File: config.mk
export PLATFORM = sky130hd
export DESIGN_NAME = dhcp_reply_option_parser_top
export DESIGN_NICKNAME = d
export VERILOG_FILES = /design/src/design/dhcpr_pkg.sv /design/src/design/dhcp_reply_option_parser_top.sv /design/src/design/dhcpr_parser.sv /design/src/design/dhcpr_out_reg.sv
export SDC_FILE = /design/constraint.sdc
export NUM_CORES = 1
export LEC_CHECK = 0
export BUFFER_PORTS_ARGS = -buffer_cell sky130_fd_sc_hd__buf_2
export CORE_MARGIN = 3
export CORE_UTILIZATION = 50
export CTS_BUF_LIST = sky130_fd_sc_hd__clkbuf_16
export CTS_CLUSTER_DIAMETER = 100
export DETAILED_ROUTE_END_ITERATION = 10
export PLACE_DENSITY = 0.73
export SKIP_LAST_GASP = 1
export SYNTH_ARGS = -nofsm -noshare
export SYNTH_HDL_FRONTEND = slang
export SYNTH_HIERARCHICAL = 1
export SYNTH_SLANG_ARGS = --single-unit
export TNS_END_PERCENT = 20
File: constraint.sdc
create_clock -name aclk -period 19.4 [get_ports aclk]
set_input_delay 2.91 -clock aclk [delete_from_list [all_inputs] [get_ports aclk]]
set_output_delay 2.91 -clock aclk [all_outputs]
set_load 0.02 [all_outputs]
File: src/design/dhcpr_pkg.sv
// Shared types and constants for the DHCP reply option parser.
// Holds the parse phase enum, status and option codes, and the result word layout.
// Depends on nothing; every other design file refers to it by scoped names.
`default_nettype none

package dhcpr_pkg;

    typedef enum logic [2:0] {
        PH_HEADER,
        PH_CODE,
        PH_LEN,
        PH_DATA,
        PH_DONE
    } phase_t;

    localparam logic [2:0] ST_OK        = 3'd0;
    localparam logic [2:0] ST_SHORT     = 3'd1;
    localparam logic [2:0] ST_BAD_COOKIE = 3'd2;
    localparam logic [2:0] ST_TRUNCATED = 3'd3;
    localparam logic [2:0] ST_NO_TYPE   = 3'd4;

    localparam logic [7:0] OPT_PAD      = 8'd0;
    localparam logic [7:0] OPT_SUBNET   = 8'd1;
    localparam logic [7:0] OPT_ROUTER   = 8'd3;
    localparam logic [7:0] OPT_DNS      = 8'd6;
    localparam logic [7:0] OPT_LEASE    = 8'd51;
    localparam logic [7:0] OPT_MSG_TYPE = 8'd53;
    localparam logic [7:0] OPT_SERVER   = 8'd54;
    localparam logic [7:0] OPT_END      = 8'd255;

    localparam logic [7:0] HDR_LEN   = 8'd240;
    localparam logic [7:0] COOKIE_AT = 8'd236;
    localparam logic [7:0] XID_FIRST = 8'd4;
    localparam logic [7:0] XID_LAST  = 8'd7;
    localparam logic [7:0] YIA_FIRST = 8'd16;
    localparam logic [7:0] YIA_LAST  = 8'd19;

    localparam logic [3:0][7:0] COOKIE = {8'd99, 8'd83, 8'd130, 8'd99};

    localparam logic [4:0] PRES_SERVER = 5'b00001;
    localparam logic [4:0] PRES_SUBNET = 5'b00010;
    localparam logic [4:0] PRES_ROUTER = 5'b00100;
    localparam logic [4:0] PRES_DNS    = 5'b01000;
    localparam logic [4:0] PRES_LEASE  = 5'b10000;

    // Packed so that status lands in the lowest bits of the output word.
    typedef struct packed {
        logic [31:0] lease_seconds;
        logic [31:0] dns_address;
        logic [31:0] router_address;
        logic [31:0] netmask;
        logic [31:0] server_address;
        logic [4:0]  present_mask;
        logic [31:0] your_address;
        logic [31:0] transaction_id;
        logic [7:0]  msg_type;
        logic [2:0]  status;
    } result_t;

endpackage

`default_nettype wire

File: src/design/dhcp_reply_option_parser_top.sv
// Top level of the DHCP reply option parser: input register, parser and result register.
// Depends on dhcpr_pkg, dhcpr_parser and dhcpr_out_reg.
//
// The slave channel takes one packet byte per word on s_tdata, with s_tlast high on the
// final byte of the reply. The master channel gives one 240-bit result word for each
// reply, on the word that carried s_tlast, and nothing for the other bytes.
// A byte accepted into the input register is parsed at the next edge or, for a last byte,
// once the result register is free; the result is loaded at that same edge, so m_tvalid
// rises from the result register, which holds the word until the receiver takes it.
// One byte is taken every cycle while the result side keeps up; a run of bytes without
// a last flag never waits on the result side.
// When the receiver stalls, the held result stays on m_tdata and a pending last byte
// waits in the input register, which then deasserts s_tready until the result is taken.
// Reset (aresetn low at a clock edge) empties both registers and returns the parser to
// the start of a reply; after a result the parser also starts over by itself.
`default_nettype none

module dhcp_reply_option_parser_top (
    input  wire logic         aclk,
    input  wire logic         aresetn,
    input  wire logic         s_tvalid,
    output logic              s_tready,
    input  wire logic [7:0]   s_tdata,   // data_byte[7:0]
    input  wire logic         s_tlast,
    output logic              m_tvalid,
    input  wire logic         m_tready,
    output logic [239:0]      m_tdata    // status, msg_type, transaction_id,
                                         // your_address, present_mask, server_address,
                                         // netmask, router_address, dns_address,
                                         // lease_seconds
);

    logic               in_valid_reg;
    logic [7:0]         in_data_reg;
    logic               in_last_reg;
    logic               out_free;
    logic               consume;
    logic               res_valid;
    dhcpr_pkg::result_t res;

    assign consume  = in_valid_reg && (!in_last_reg || out_free);
    assign s_tready = !in_valid_reg || consume;

    always_ff @(posedge aclk) begin
        if (!aresetn) begin
            in_valid_reg <= 1'b0;
        end else if (s_tvalid && s_tready) begin
            in_valid_reg <= 1'b1;
        end else if (consume) begin
            in_valid_reg <= 1'b0;
        end
    end

    always_ff @(posedge aclk) begin
        if (s_tvalid && s_tready) begin
            in_data_reg <= s_tdata;
            in_last_reg <= s_tlast;
        end
    end

    dhcpr_parser u_parser (
        .aclk         (aclk),
        .aresetn      (aresetn),
        .consume      (consume),
        .data_byte    (in_data_reg),
        .last_byte    (in_last_reg),
        .result       (res),
        .result_valid (res_valid)
    );

    dhcpr_out_reg u_out (
        .aclk     (aclk),
        .aresetn  (aresetn),
        .load     (res_valid),
        .result   (res),
        .free     (out_free),
        .m_tvalid (m_tvalid),
        .m_tready (m_tready),
        .m_tdata  (m_tdata)
    );

endmodule

`default_nettype wire

File: src/design/dhcpr_parser.sv
// Byte-wise parse state of the DHCP reply: header capture, cookie check and option walk.
// Builds the result word on the last byte and returns to its reset state afterward.
// Depends on dhcpr_pkg.
`default_nettype none

module dhcpr_parser (
    input  wire logic              aclk,
    input  wire logic              aresetn,
    input  wire logic              consume,
    input  wire logic [7:0]        data_byte,
    input  wire logic              last_byte,
    output dhcpr_pkg::result_t     result,
    output logic                   result_valid
);

    logic [7:0]        pos_reg, pos_next;
    dhcpr_pkg::phase_t phase_reg, phase_next;
    logic [7:0]        code_reg, code_next;
    logic [7:0]        rem_reg, rem_next;
    logic [2:0]        obi_reg, obi_next;
    logic [31:0]       gather_reg, gather_next;
    logic              cookie_reg, cookie_next;
    logic [31:0]       xid_reg, xid_next;
    logic [31:0]       yia_reg, yia_next;
    logic [7:0]        mtype_reg, mtype_next;
    logic [4:0]        pres_reg, pres_next;
    logic [31:0]       server_reg, server_next;
    logic [31:0]       subnet_reg, subnet_next;
    logic [31:0]       router_reg, router_next;
    logic [31:0]       dns_reg, dns_next;
    logic [31:0]       lease_reg, lease_next;
    logic              fits;
    logic              take;
    logic [2:0]        status;

    always_comb begin
        pos_next    = pos_reg;
        phase_next  = phase_reg;
        code_next   = code_reg;
        rem_next    = rem_reg;
        obi_next    = obi_reg;
        gather_next = gather_reg;
        cookie_next = cookie_reg;
        xid_next    = xid_reg;
        yia_next    = yia_reg;
        mtype_next  = mtype_reg;
        pres_next   = pres_reg;
        server_next = server_reg;
        subnet_next = subnet_reg;
        router_next = router_reg;
        dns_next    = dns_reg;
        lease_next  = lease_reg;
        fits        = 1'b0;
        take        = 1'b0;

        unique case (phase_reg)
            dhcpr_pkg::PH_HEADER: begin
                if (pos_reg >= dhcpr_pkg::XID_FIRST && pos_reg <= dhcpr_pkg::XID_LAST) begin
                    xid_next = {xid_reg[23:0], data_byte};
                end else if (pos_reg >= dhcpr_pkg::YIA_FIRST &&
                             pos_reg <= dhcpr_pkg::YIA_LAST) begin
                    yia_next = {yia_reg[23:0], data_byte};
                end else if (pos_reg >= dhcpr_pkg::COOKIE_AT) begin
                    if (data_byte != dhcpr_pkg::COOKIE[pos_reg[1:0]]) begin
                        cookie_next = 1'b0;
                    end
                end
            end
            dhcpr_pkg::PH_CODE: begin
                if (data_byte == dhcpr_pkg::OPT_END) begin
                    phase_next = dhcpr_pkg::PH_DONE;
                end else if (data_byte != dhcpr_pkg::OPT_PAD) begin
                    code_next  = data_byte;
                    phase_next = dhcpr_pkg::PH_LEN;
                end
            end
            dhcpr_pkg::PH_LEN: begin
                case (code_reg) inside
                    dhcpr_pkg::OPT_MSG_TYPE: fits = (data_byte == 8'd1);
                    dhcpr_pkg::OPT_SERVER, dhcpr_pkg::OPT_SUBNET, dhcpr_pkg::OPT_LEASE:
                        fits = (data_byte == 8'd4);
                    dhcpr_pkg::OPT_ROUTER, dhcpr_pkg::OPT_DNS: fits = (data_byte >= 8'd4);
                    default: fits = 1'b0;
                endcase
                if (!fits) begin
                    code_next = dhcpr_pkg::OPT_PAD;
                end
                rem_next    = data_byte;
                obi_next    = 3'd0;
                gather_next = 32'd0;
                phase_next  = (data_byte == 8'd0) ? dhcpr_pkg::PH_CODE : dhcpr_pkg::PH_DATA;
            end
            dhcpr_pkg::PH_DATA: begin
                if (obi_reg < 3'd4) begin
                    gather_next = {gather_reg[23:0], data_byte};
                    obi_next    = obi_reg + 3'd1;
                end
                rem_next = rem_reg - 8'd1;
                if (rem_next == 8'd0) begin
                    take       = 1'b1;
                    phase_next = dhcpr_pkg::PH_CODE;
                end
            end
            dhcpr_pkg::PH_DONE: begin
            end
            default: begin
            end
        endcase

        if (take) begin
            case (code_reg)
                dhcpr_pkg::OPT_MSG_TYPE: mtype_next = gather_next[7:0];
                dhcpr_pkg::OPT_SERVER: begin
                    server_next = gather_next;
                    pres_next   = pres_next | dhcpr_pkg::PRES_SERVER;
                end
                dhcpr_pkg::OPT_SUBNET: begin
                    subnet_next = gather_next;
                    pres_next   = pres_next | dhcpr_pkg::PRES_SUBNET;
                end
                dhcpr_pkg::OPT_ROUTER: begin
                    router_next = gather_next;
                    pres_next   = pres_next | dhcpr_pkg::PRES_ROUTER;
                end
                dhcpr_pkg::OPT_DNS: begin
                    dns_next  = gather_next;
                    pres_next = pres_next | dhcpr_pkg::PRES_DNS;
                end
                dhcpr_pkg::OPT_LEASE: begin
                    lease_next = gather_next;
                    pres_next  = pres_next | dhcpr_pkg::PRES_LEASE;
                end
                default: begin
                end
            endcase
        end

        if (pos_reg < dhcpr_pkg::HDR_LEN) begin
            pos_next = pos_reg + 8'd1;
            if (pos_next == dhcpr_pkg::HDR_LEN) begin
                phase_next = dhcpr_pkg::PH_CODE;
            end
        end
    end

    always_comb begin
        if (pos_next < dhcpr_pkg::HDR_LEN) begin
            status = dhcpr_pkg::ST_SHORT;
        end else if (!cookie_next) begin
            status = dhcpr_pkg::ST_BAD_COOKIE;
        end else if (phase_next == dhcpr_pkg::PH_LEN || phase_next == dhcpr_pkg::PH_DATA) begin
            status = dhcpr_pkg::ST_TRUNCATED;
        end else if (mtype_next == 8'd0) begin
            status = dhcpr_pkg::ST_NO_TYPE;
        end else begin
            status = dhcpr_pkg::ST_OK;
        end

        result        = '0;
        result.status = status;
        if (status != dhcpr_pkg::ST_SHORT && status != dhcpr_pkg::ST_BAD_COOKIE) begin
            result.msg_type       = mtype_next;
            result.transaction_id = xid_next;
            result.your_address   = yia_next;
            result.present_mask   = pres_next;
            result.server_address = server_next;
            result.netmask        = subnet_next;
            result.router_address = router_next;
            result.dns_address    = dns_next;
            result.lease_seconds  = lease_next;
        end
        result_valid = consume && last_byte;
    end

    always_ff @(posedge aclk) begin
        if (!aresetn || (consume && last_byte)) begin
            pos_reg    <= 8'd0;
            phase_reg  <= dhcpr_pkg::PH_HEADER;
            code_reg   <= 8'd0;
            rem_reg    <= 8'd0;
            obi_reg    <= 3'd0;
            gather_reg <= 32'd0;
            cookie_reg <= 1'b1;
            xid_reg    <= 32'd0;
            yia_reg    <= 32'd0;
            mtype_reg  <= 8'd0;
            pres_reg   <= 5'd0;
            server_reg <= 32'd0;
            subnet_reg <= 32'd0;
            router_reg <= 32'd0;
            dns_reg    <= 32'd0;
            lease_reg  <= 32'd0;
        end else if (consume) begin
            pos_reg    <= pos_next;
            phase_reg  <= phase_next;
            code_reg   <= code_next;
            rem_reg    <= rem_next;
            obi_reg    <= obi_next;
            gather_reg <= gather_next;
            cookie_reg <= cookie_next;
            xid_reg    <= xid_next;
            yia_reg    <= yia_next;
            mtype_reg  <= mtype_next;
            pres_reg   <= pres_next;
            server_reg <= server_next;
            subnet_reg <= subnet_next;
            router_reg <= router_next;
            dns_reg    <= dns_next;
            lease_reg  <= lease_next;
        end
    end

    assert property (@(posedge aclk) disable iff (!aresetn) pos_reg <= dhcpr_pkg::HDR_LEN)
        else $error("Byte position ran past the header length.");

    assert property (@(posedge aclk) disable iff (!aresetn)
        (pos_reg < dhcpr_pkg::HDR_LEN) == (phase_reg == dhcpr_pkg::PH_HEADER))
        else $error("Header phase does not match the byte position.");

    assert property (@(posedge aclk) disable iff (!aresetn) obi_reg <= 3'd4)
        else $error("Option byte index exceeded one address.");

    assert property (@(posedge aclk) disable iff (!aresetn)
        (consume && last_byte) |=> (pos_reg == 8'd0 && phase_reg == dhcpr_pkg::PH_HEADER))
        else $error("Parser did not restart after a result.");

endmodule

`default_nettype wire

File: src/design/dhcpr_out_reg.sv
// Result register of the DHCP reply parser, holding one word until the receiver takes it.
// Depends on dhcpr_pkg for the result layout.
`default_nettype none

module dhcpr_out_reg (
    input  wire logic              aclk,
    input  wire logic              aresetn,
    input  wire logic              load,
    input  wire dhcpr_pkg::result_t result,
    output logic                   free,
    output logic                   m_tvalid,
    input  wire logic              m_tready,
    output logic [239:0]           m_tdata
);

    logic               valid_reg;
    dhcpr_pkg::result_t data_reg;

    assign free     = !valid_reg || m_tready;
    assign m_tvalid = valid_reg;
    assign m_tdata  = data_reg;

    always_ff @(posedge aclk) begin
        if (!aresetn) begin
            valid_reg <= 1'b0;
        end else if (load) begin
            valid_reg <= 1'b1;
        end else if (m_tready) begin
            valid_reg <= 1'b0;
        end
    end

    always_ff @(posedge aclk) begin
        if (load) begin
            data_reg <= result;
        end
    end

    assert property (@(posedge aclk) disable iff (!aresetn) load |-> free)
        else $error("Result loaded over a word not yet taken.");

    assert property (@(posedge aclk) disable iff (!aresetn) load |=> valid_reg)
        else $error("Loaded result is not shown.");

    assert property (@(posedge aclk) disable iff (!aresetn)
        (valid_reg && !m_tready && !load) |=> $stable(data_reg))
        else $error("Held result changed while waiting.");

endmodule

`default_nettype wire

==> results of run 1 <==
critical path, delay by kind of cell:
kind	cells	cell delay, ns
simple gates	2	0.31
buf+inv	2	0.26
stage by stage:
stage,std cells,util
finish,3248,0.577
global route,3248,0.577
CTS,3248,0.577
detailed placement,3147,0.539
global placement,3147,0.539
floorplan,2475,-
metal layers:
metal / track usage / wire [um] / vias up / part of all wire
met5: 0 / 0 / - / 0
met4: 0.0785 / 1720 / 0 / 0.028
met3: 0.0511 / 5220 / 118 / 0.085
met2: 0.382 / 28800 / 832 / 0.47
met1: 0.323 / 25400 / 8791 / 0.42
li1: - / - / 8765 / -
cells in the mapped netlist, drive strengths merged, types with 3 or more instances:
master and n:
or4 6, clkbuf 149, dfxtp 302, a21boi 4, nor2b 7, nand2b 3, a22oi 30, o21ai 13
a31oi 5, a22o 32, and2 9, and3 7, nor2 177, o211ai 3, edfxtp 249, nor4 19
nand4 11, a21oi 390, xnor2 6, ha 7, inv 13, nand3b 5, xor2 3, nand3 15
nand2 771, buf 59, mux2i 47, or3 4, nor3 7, a211oi 101
power by group through the flow:
stage	registers, W	logic [W]	clock network [W]
floorplan	0.00125	0.0000406	0
detailed placement	0.00125	0.0000618	0
global route	0.00123	0.0000666	0.00108
global placement	0.00125	0.0000608	0
finish	0.00123	0.0000624	0.00102
CTS	0.00123	0.0000621	0.00104
area by class of cell:
class                      instances  area (um2)
clock buffer                      56        1400
clock inverter                    45         327
fill                            3916       19200
inverter                          13        56.3
multi-input combinational       1703        8700
sequential                       551       13500
tap                              600         751
timing repair buffer             280        1480
how the worst max path moves through the flow:
stage,startpoint,to
finish,m_tready,s_tready
global route,m_tready,s_tready
CTS,m_tready,s_tready
detailed placement,m_tready,u_parser/code_reg[2]$_SDFFE_PP0P_
global placement,m_tready,s_tready
floorplan,m_tready,u_out/m_tvalid$_SDFFE_PN0P_
logic make-up (layout without fill, tap and decap cells):
group	after synthesis	in the layout
AOI/OAI and AO/OA	591	591
xor gates and xnor gates	9	9
adders and majority gates	7	7
buffers and inverters	221	394
DFF	551	551
muxes	47	47
and+or+nand+nor	1049	1049
==> key figures, run 1 <==
Setup path
  • Cells on worst reg2reg path: 8
  • Register-to-Register Setup Slack: 15.31 ns
  • Worst setup path category: primary input to output port
  • Worst reg2reg startpoint: u_parser/rem_reg[0]$_SDFFE_PP0P_
  • Worst EP required: 16.49 ns
  • Slowest CP cell: nand3b_4
  • Critical Path Start Type: primary input
  • Arrival time reported for the critical path endpoint: 3.48 ns
  • Peak per-stage delay on the critical path: 0.17 ns
  • Maximum fanout count along the critical path: 3
  • Critical Path Most Common Cell: buf_2
  • CP Cell Sequence: buf_2, nand2b_4, nand3b_4, buf_2
  • Endpoint kind of the worst setup timing path: output port
  • Worst reg2reg path endpoint: u_out/m_tdata[225]$_DFFE_PP_

Floorplan
  • Die Area: 0.0488 mm2
  • Area of the core: 0.0455 mm2
  • Height of the chip: 221 um
  • I/O Pins: 255
  • Width of the die: 221 um
  • Standard-cell row count: 78
  • Starting density of the core: 0.508

Detailed routing
  • Routed WL: 61.1 mm
  • First drt pass iteration count: 6
  • Total number of vias: 18.5k
  • Starting DRC count in detailed routing: 2238
  • Vias per cell: 5.70
  • Post-detailed-route DRC marker count: 0
  • Wire length per cell: 18.8 um
  • Number of nets still failing antenna checks after routing: 0

Placed design
  • # port buffers: 254
  • Post-detailed-placement half-perimeter wirelength: 37.6 mm
  • Final Wtd Congestion: 0.804
  • Instance area after placement: 0.0245 mm2
  • Pre-CTS WS: 12.98 ns

Synth
  • Compound-Gate Fraction of Synth Area: 0.157
  • Count of unique library cells instantiated by Yosys: 59
  • Dominant register cell in the synthesized netlist: dfxtp_1
  • Number of synthesized register bits: 551
  • Proportion of synthesized area in mux cells: 0.0204
  • Area fraction of the dominant cell type after synthesis: 0.324
  • Asr flop ratio synth: 0
  • Count of synthesis-stage warnings from yosys: 6
  • XOR/XNOR share of the synthesized area: 0.00342
  • Count of flip-flops with a built-in enable after synthesis: 249
  • Synth Area per Inst: 9.33 um2
  • Cell area after technology mapping: 0.0231 mm2
  • Sequential-to-total area share from yosys stat: 0.586
  • Synthesized-area fraction occupied by and/or/nand/nor cells: 0.189
  • Largest area contributor in the synthesized netlist: edfxtp_1
  • Dominant combinational cell family by area after synthesis: simple AND/OR/NAND/NOR gates
  • Synthesized netlist cell count: 2475
  • Area share of fa/ha/maj cells after synthesis: 0.00379
  • Post-synthesis net count: 2495
  • Synth top area cells: edfxtp_1 (32%), dfxtp_1 (26%), nand2_1 (13%)

Pwr
  • Net switching fraction of the power: 0.214
  • Clk pwr share: 0.442
  • Total Power Consumption: 0.00231 W
  • Reg power frac: 0.531
  • NetSw: 0.000496 W
  • Internal power summed over all cells: 0.00182 W
  • Combinational share of power: 0.027
  • Static Leak: 9.15 nW
  • P per Cell Area: 88.1 mW/mm2
  • Max VDD drop: 0.0625 mV

Clock network
  • Total CTS buffers: 54
  • Buffer depth of the longest clock path: 3
  • H-tree levels: 2
  • Quantity of gates resized following cts: 0
  • Skew-Pair Late Insertion Delay: 0.60 ns
  • TritonCTS clock tree: yes
  • Cell at the root of the clock tree: clkbuf_16
  • Hold buffer count at CTS: 0
  • Post-CTS setup buffers: 0
  • Worst-path clk slew: 0.06 ns
  • CTS sink cnt: 551

STA
  • Total negative slack for setup checks: 0 ns
  • Post-route setup slack: 13.01 ns
  • Worst Tran Pin Value: 1.40 ns
  • Clock tree skew after final layout: 0.0134 ns
  • Final slew viol count: 0
  • Clock period minus final worst setup slack: 6.39 ns
  • Highest clock rate: 156 MHz
  • Normalized max-slew margin: 0.0670
  • Unrepaired setup endpoints after global routing: no
  • Final hold vios: 0
  • Final setup vio count: 0
  • Final period utilization: 0.329
  • Hold Worst Slack: 0.450 ns

Min path
  • Worst Hold Path EP: u_parser/gather_reg[29]$_SDFFE_PP0P_
  • Number of cells on the worst hold path: 2
  • Worst min path class: flip-flop to flip-flop
  • Hold Crit Start: u_parser/gather_reg[29]$_SDFFE_PP0P_

Finish
  • Fraction of final layout cells with drive strength greater than 1: 0.156
  • Commonest cells after routing, fill and taps aside: nand2_1 (769), a21oi_1 (390), dfxtp_1 (302)
  • Number of diodes: 0
  • Leading cell type in the layout, fill and taps excluded: nand2_1
  • Number of nets in the finished design: 2623
  • Flip-flop count of the largest register after layout: 240
  • Final design instance area without fill: 0.0262 mm2
  • P&R area growth vs syn: 13.7%

Global routing
  • Total Routing Usage GR: 0.238
  • Largest net degree at the start of global routing: 227
  • Global-route wire length before repair: 94.4 mm
  • Initial antenna violation count: 0
  • Via count of the first global-routing pass: 16.8k
  • Overflow left after global routing: 0

Run
  • Max-cap violation count: 0

Status
  • Status: finished, final reports clean
No activity file was read; power rests on OpenSTA's default activity.
==> inputs of run 2 (changes only) <==
--- a/config.mk
+++ b/config.mk
@@ -11,7 +11,7 @@
 export CTS_BUF_LIST = sky130_fd_sc_hd__clkbuf_16
 export CTS_CLUSTER_DIAMETER = 100
 export DETAILED_ROUTE_END_ITERATION = 10
-export PLACE_DENSITY = 0.73
+export PLACE_DENSITY = 0.75
 export SKIP_LAST_GASP = 1
 export SYNTH_ARGS = -nofsm -noshare
 export SYNTH_HDL_FRONTEND = slang
==> constraint.sdc (replaced) <==
create_clock -name aclk -period 5.6 [get_ports aclk]
set_input_delay 0.84 -clock aclk [delete_from_list [all_inputs] [get_ports aclk]]
set_output_delay 0.84 -clock aclk [all_outputs]
set_load 0.02 [all_outputs]
==> key figures, run 2 (synthesis gave the netlist of run 1 again) <==
Clock network
  • Skew-Pair Late Insertion Delay: 0.61 ns (about the same)
  • Buffer depth of the longest clock path: 3 (unchanged)
  • Hold buffer count at CTS: 0 (unchanged)
  • Total CTS buffers: 55 (+1.9%)
  • Post-CTS setup buffers: 0 (unchanged)
  • Worst-path clk slew: 0.06 ns (about the same)
  • Cell at the root of the clock tree: clkbuf_16
  • CTS sink cnt: 551 (unchanged)
  • H-tree levels: 2 (unchanged)
  • Quantity of gates resized following cts: 0 (unchanged)
  • TritonCTS clock tree: yes

Detailed routing
  • Vias per cell: 5.75 (+0.85%)
  • Starting DRC count in detailed routing: 2415 (+7.9%)
  • First drt pass iteration count: 6 (unchanged)
  • Post-detailed-route DRC marker count: 0 (unchanged)
  • Routed WL: 62.1 mm (+1.6%)
  • Number of nets still failing antenna checks after routing: 0 (unchanged)
  • Wire length per cell: 19.1 um (+1.3%)
  • Total number of vias: 18.7k (+1.1%)

Pwr
  • P per Cell Area: 302 mW/mm2 (+240%)
  • Max VDD drop: 0.228 mV (+260%)
  • Total Power Consumption: 0.00793 W (+240%)
  • Static Leak: 9.14 nW (about the same)

Finish
  • Footprint of the multi-input gates: 0.00870 mm2 (unchanged)
  • Seq. cell area: 0.0135 mm2 (unchanged)
  • Filler Cell Count: 3947 (+0.79%)
  • Commonest cells after routing, fill and taps aside: nand2_1 (769), a21oi_1 (390), dfxtp_1 (302)
  • Number of diodes: 0 (unchanged)
  • Fraction of final layout cells with drive strength greater than 1: 0.157 (+0.00179)
  • Number of nets in the finished design: 2630 (+0.27%)
  • Flip-flop count of the largest register after layout: 240 (unchanged)
  • P&R area growth vs syn: 13.8%
  • Leading cell type in the layout, fill and taps excluded: nand2_1
  • Fraction of the core area covered by cells at the end of the flow: 0.578 (+0.000770)

Setup path
  • Worst EP required: 6.02 ns (-10.47 ns)
  • Endpoint kind of the worst setup timing path: flip-flop
  • Peak per-stage delay on the critical path: 1.06 ns (+0.89 ns)
  • Arrival time reported for the critical path endpoint: 4.37 ns (+0.89 ns)
  • Slowest CP cell: or3_1
  • Critical Path Start Type: flip-flop
  • Maximum fanout count along the critical path: 32 (+29)
  • Worst setup path category: flip-flop to flip-flop
  • CP Cell Sequence: inv_1, ha_1, nor4b_1, xnor2_1, a31oi_4, or3_1, nand2_1, a21oi_1

STA
  • Clock tree skew after final layout: 0.0309 ns (+0.0175 ns)
  • Final period utilization: 0.705
  • Unrepaired setup endpoints after global routing: no
  • Final setup vio count: 0 (unchanged)
  • Clock period minus final worst setup slack: 3.95 ns
  • Highest clock rate: 253 MHz
  • Total negative slack for setup checks: 0 ns (unchanged)
  • Worst Tran Pin Value: 1.32 ns (-0.0822 ns)
  • Final hold vios: 0 (unchanged)
  • Normalized max-slew margin: 0.122 (+0.0548)
  • Final slew viol count: 0 (unchanged)

Floorplan
  • Area of the core: 0.0455 mm2 (unchanged)
  • Height of the chip: 221 um (unchanged)
  • Starting density of the core: 0.508 (unchanged)
  • I/O Pins: 255 (unchanged)
  • Standard-cell row count: 78 (unchanged)
  • Width of the die: 221 um (unchanged)
  • Die Area: 0.0488 mm2 (unchanged)

Placed design
  • Post-detailed-placement half-perimeter wirelength: 38.5 mm (+2.4%)
  • Final Wtd Congestion: 0.833 (+3.7%)
  • # port buffers: 254 (unchanged)

Min path
  • Worst min path class: primary input to flip-flop

Run
  • Max-cap violation count: 0 (unchanged)

Global routing
  • Global-route wire length before repair: 96.2 mm (+1.8%)
  • Largest net degree at the start of global routing: 118 (-48%)
  • Overflow left after global routing: 0 (unchanged)
  • Via count of the first global-routing pass: 17.3k (+2.8%)
  • Initial antenna violation count: 0 (unchanged)
  • Total Routing Usage GR: 0.243 (+0.00514)

Status
  • Status: finished, final reports clean
[run 2: changes by cell type in the layout (fill, tap and decap cells not counted), moves of 2 or more]
cell | previous run | this run
clkinv_4 | 2 | 0
clkinvlp_4 | 0 | 3
buf_4 | 25 | 29
buf_12 | 1 | 3
bufinv_16 | 5 | 2
clkinv_1 | 10 | 16
inv_1 | 29 | 25
clkinv_8 | 0 | 2
[run 2: where the power goes]
| group | switching, W | internal [W] | total (W) | leakage (nW) |
|---|---|---|---|---|
| clock network | 0.00154 | 0.00191 | 0.00345 | 0.881 |
| logic | 0.000178 | 0.0000492 | 0.000227 | 3.05 |
| registers | 0.0000390 | 0.00421 | 0.00425 | 5.21 |
[run 2: final timing paths]
check                                                            to                           startpoint  slack (ns)  cells after the start
worst min register to register  u_parser/lease_reg[17]$_SDFFE_PP0P_  u_parser/lease_reg[17]$_SDFFE_PP0P_        0.45                      2
worst max register to register         u_out/m_tdata[203]$_DFFE_PP_     u_parser/rem_reg[0]$_SDFFE_PP0P_        1.65                      8
worst min-delay path                       in_data_reg[2]$_DFFE_PP_                           s_tdata[2]        0.42                      1
worst max-delay path                   u_out/m_tdata[203]$_DFFE_PP_     u_parser/rem_reg[0]$_SDFFE_PP0P_        1.65                      8
[run 2: layout make-up]
type | instances | area share
Clock buffer | 56 | 0.0533
Clock inverter | 47 | 0.0112
Inverter | 13 | 0.00200
Multi-Input combinational cell | 1703 | 0.331
Sequential cell | 551 | 0.515
Tap cell | 600 | 0.0286
Timing Repair Buffer | 286 | 0.0590
[run 2: metrics by stage]
step,hold WS [ns],cells,instance area (um2),setup slack [ns]
after floorplan,0.432,2475,23100,0.230
after global placement,0.438,3153,24600,2.01
after detailed placement,0.443,3153,24600,1.79
after CTS,0.383,3256,26300,1.72
after global routing,0.401,3256,26300,1.41
final,0.421,3256,26300,1.65
[run 2: routing by layer]
metal / track usage / routed length, um
met1: 0.335 / 26300
met2: 0.392 / 29400
met3: 0.0406 / 4490
met4: 0.0823 / 1830
met5: 0 / 0
[run 2: worst max-delay path, delay by kind of cell (launching register included)]
| kind | cells | cell delay, ns |
|---|---|---|
| adders and majority gates | 1 | 0.25 |
| DFF | 1 | 0.36 |
| buffers and inverters | 1 | 0.08 |
| AOI/OAI and AO/OA | 2 | 1.07 |
| xor gates and xnor gates | 1 | 0.21 |
| and+or+nand+nor | 3 | 1.78 |
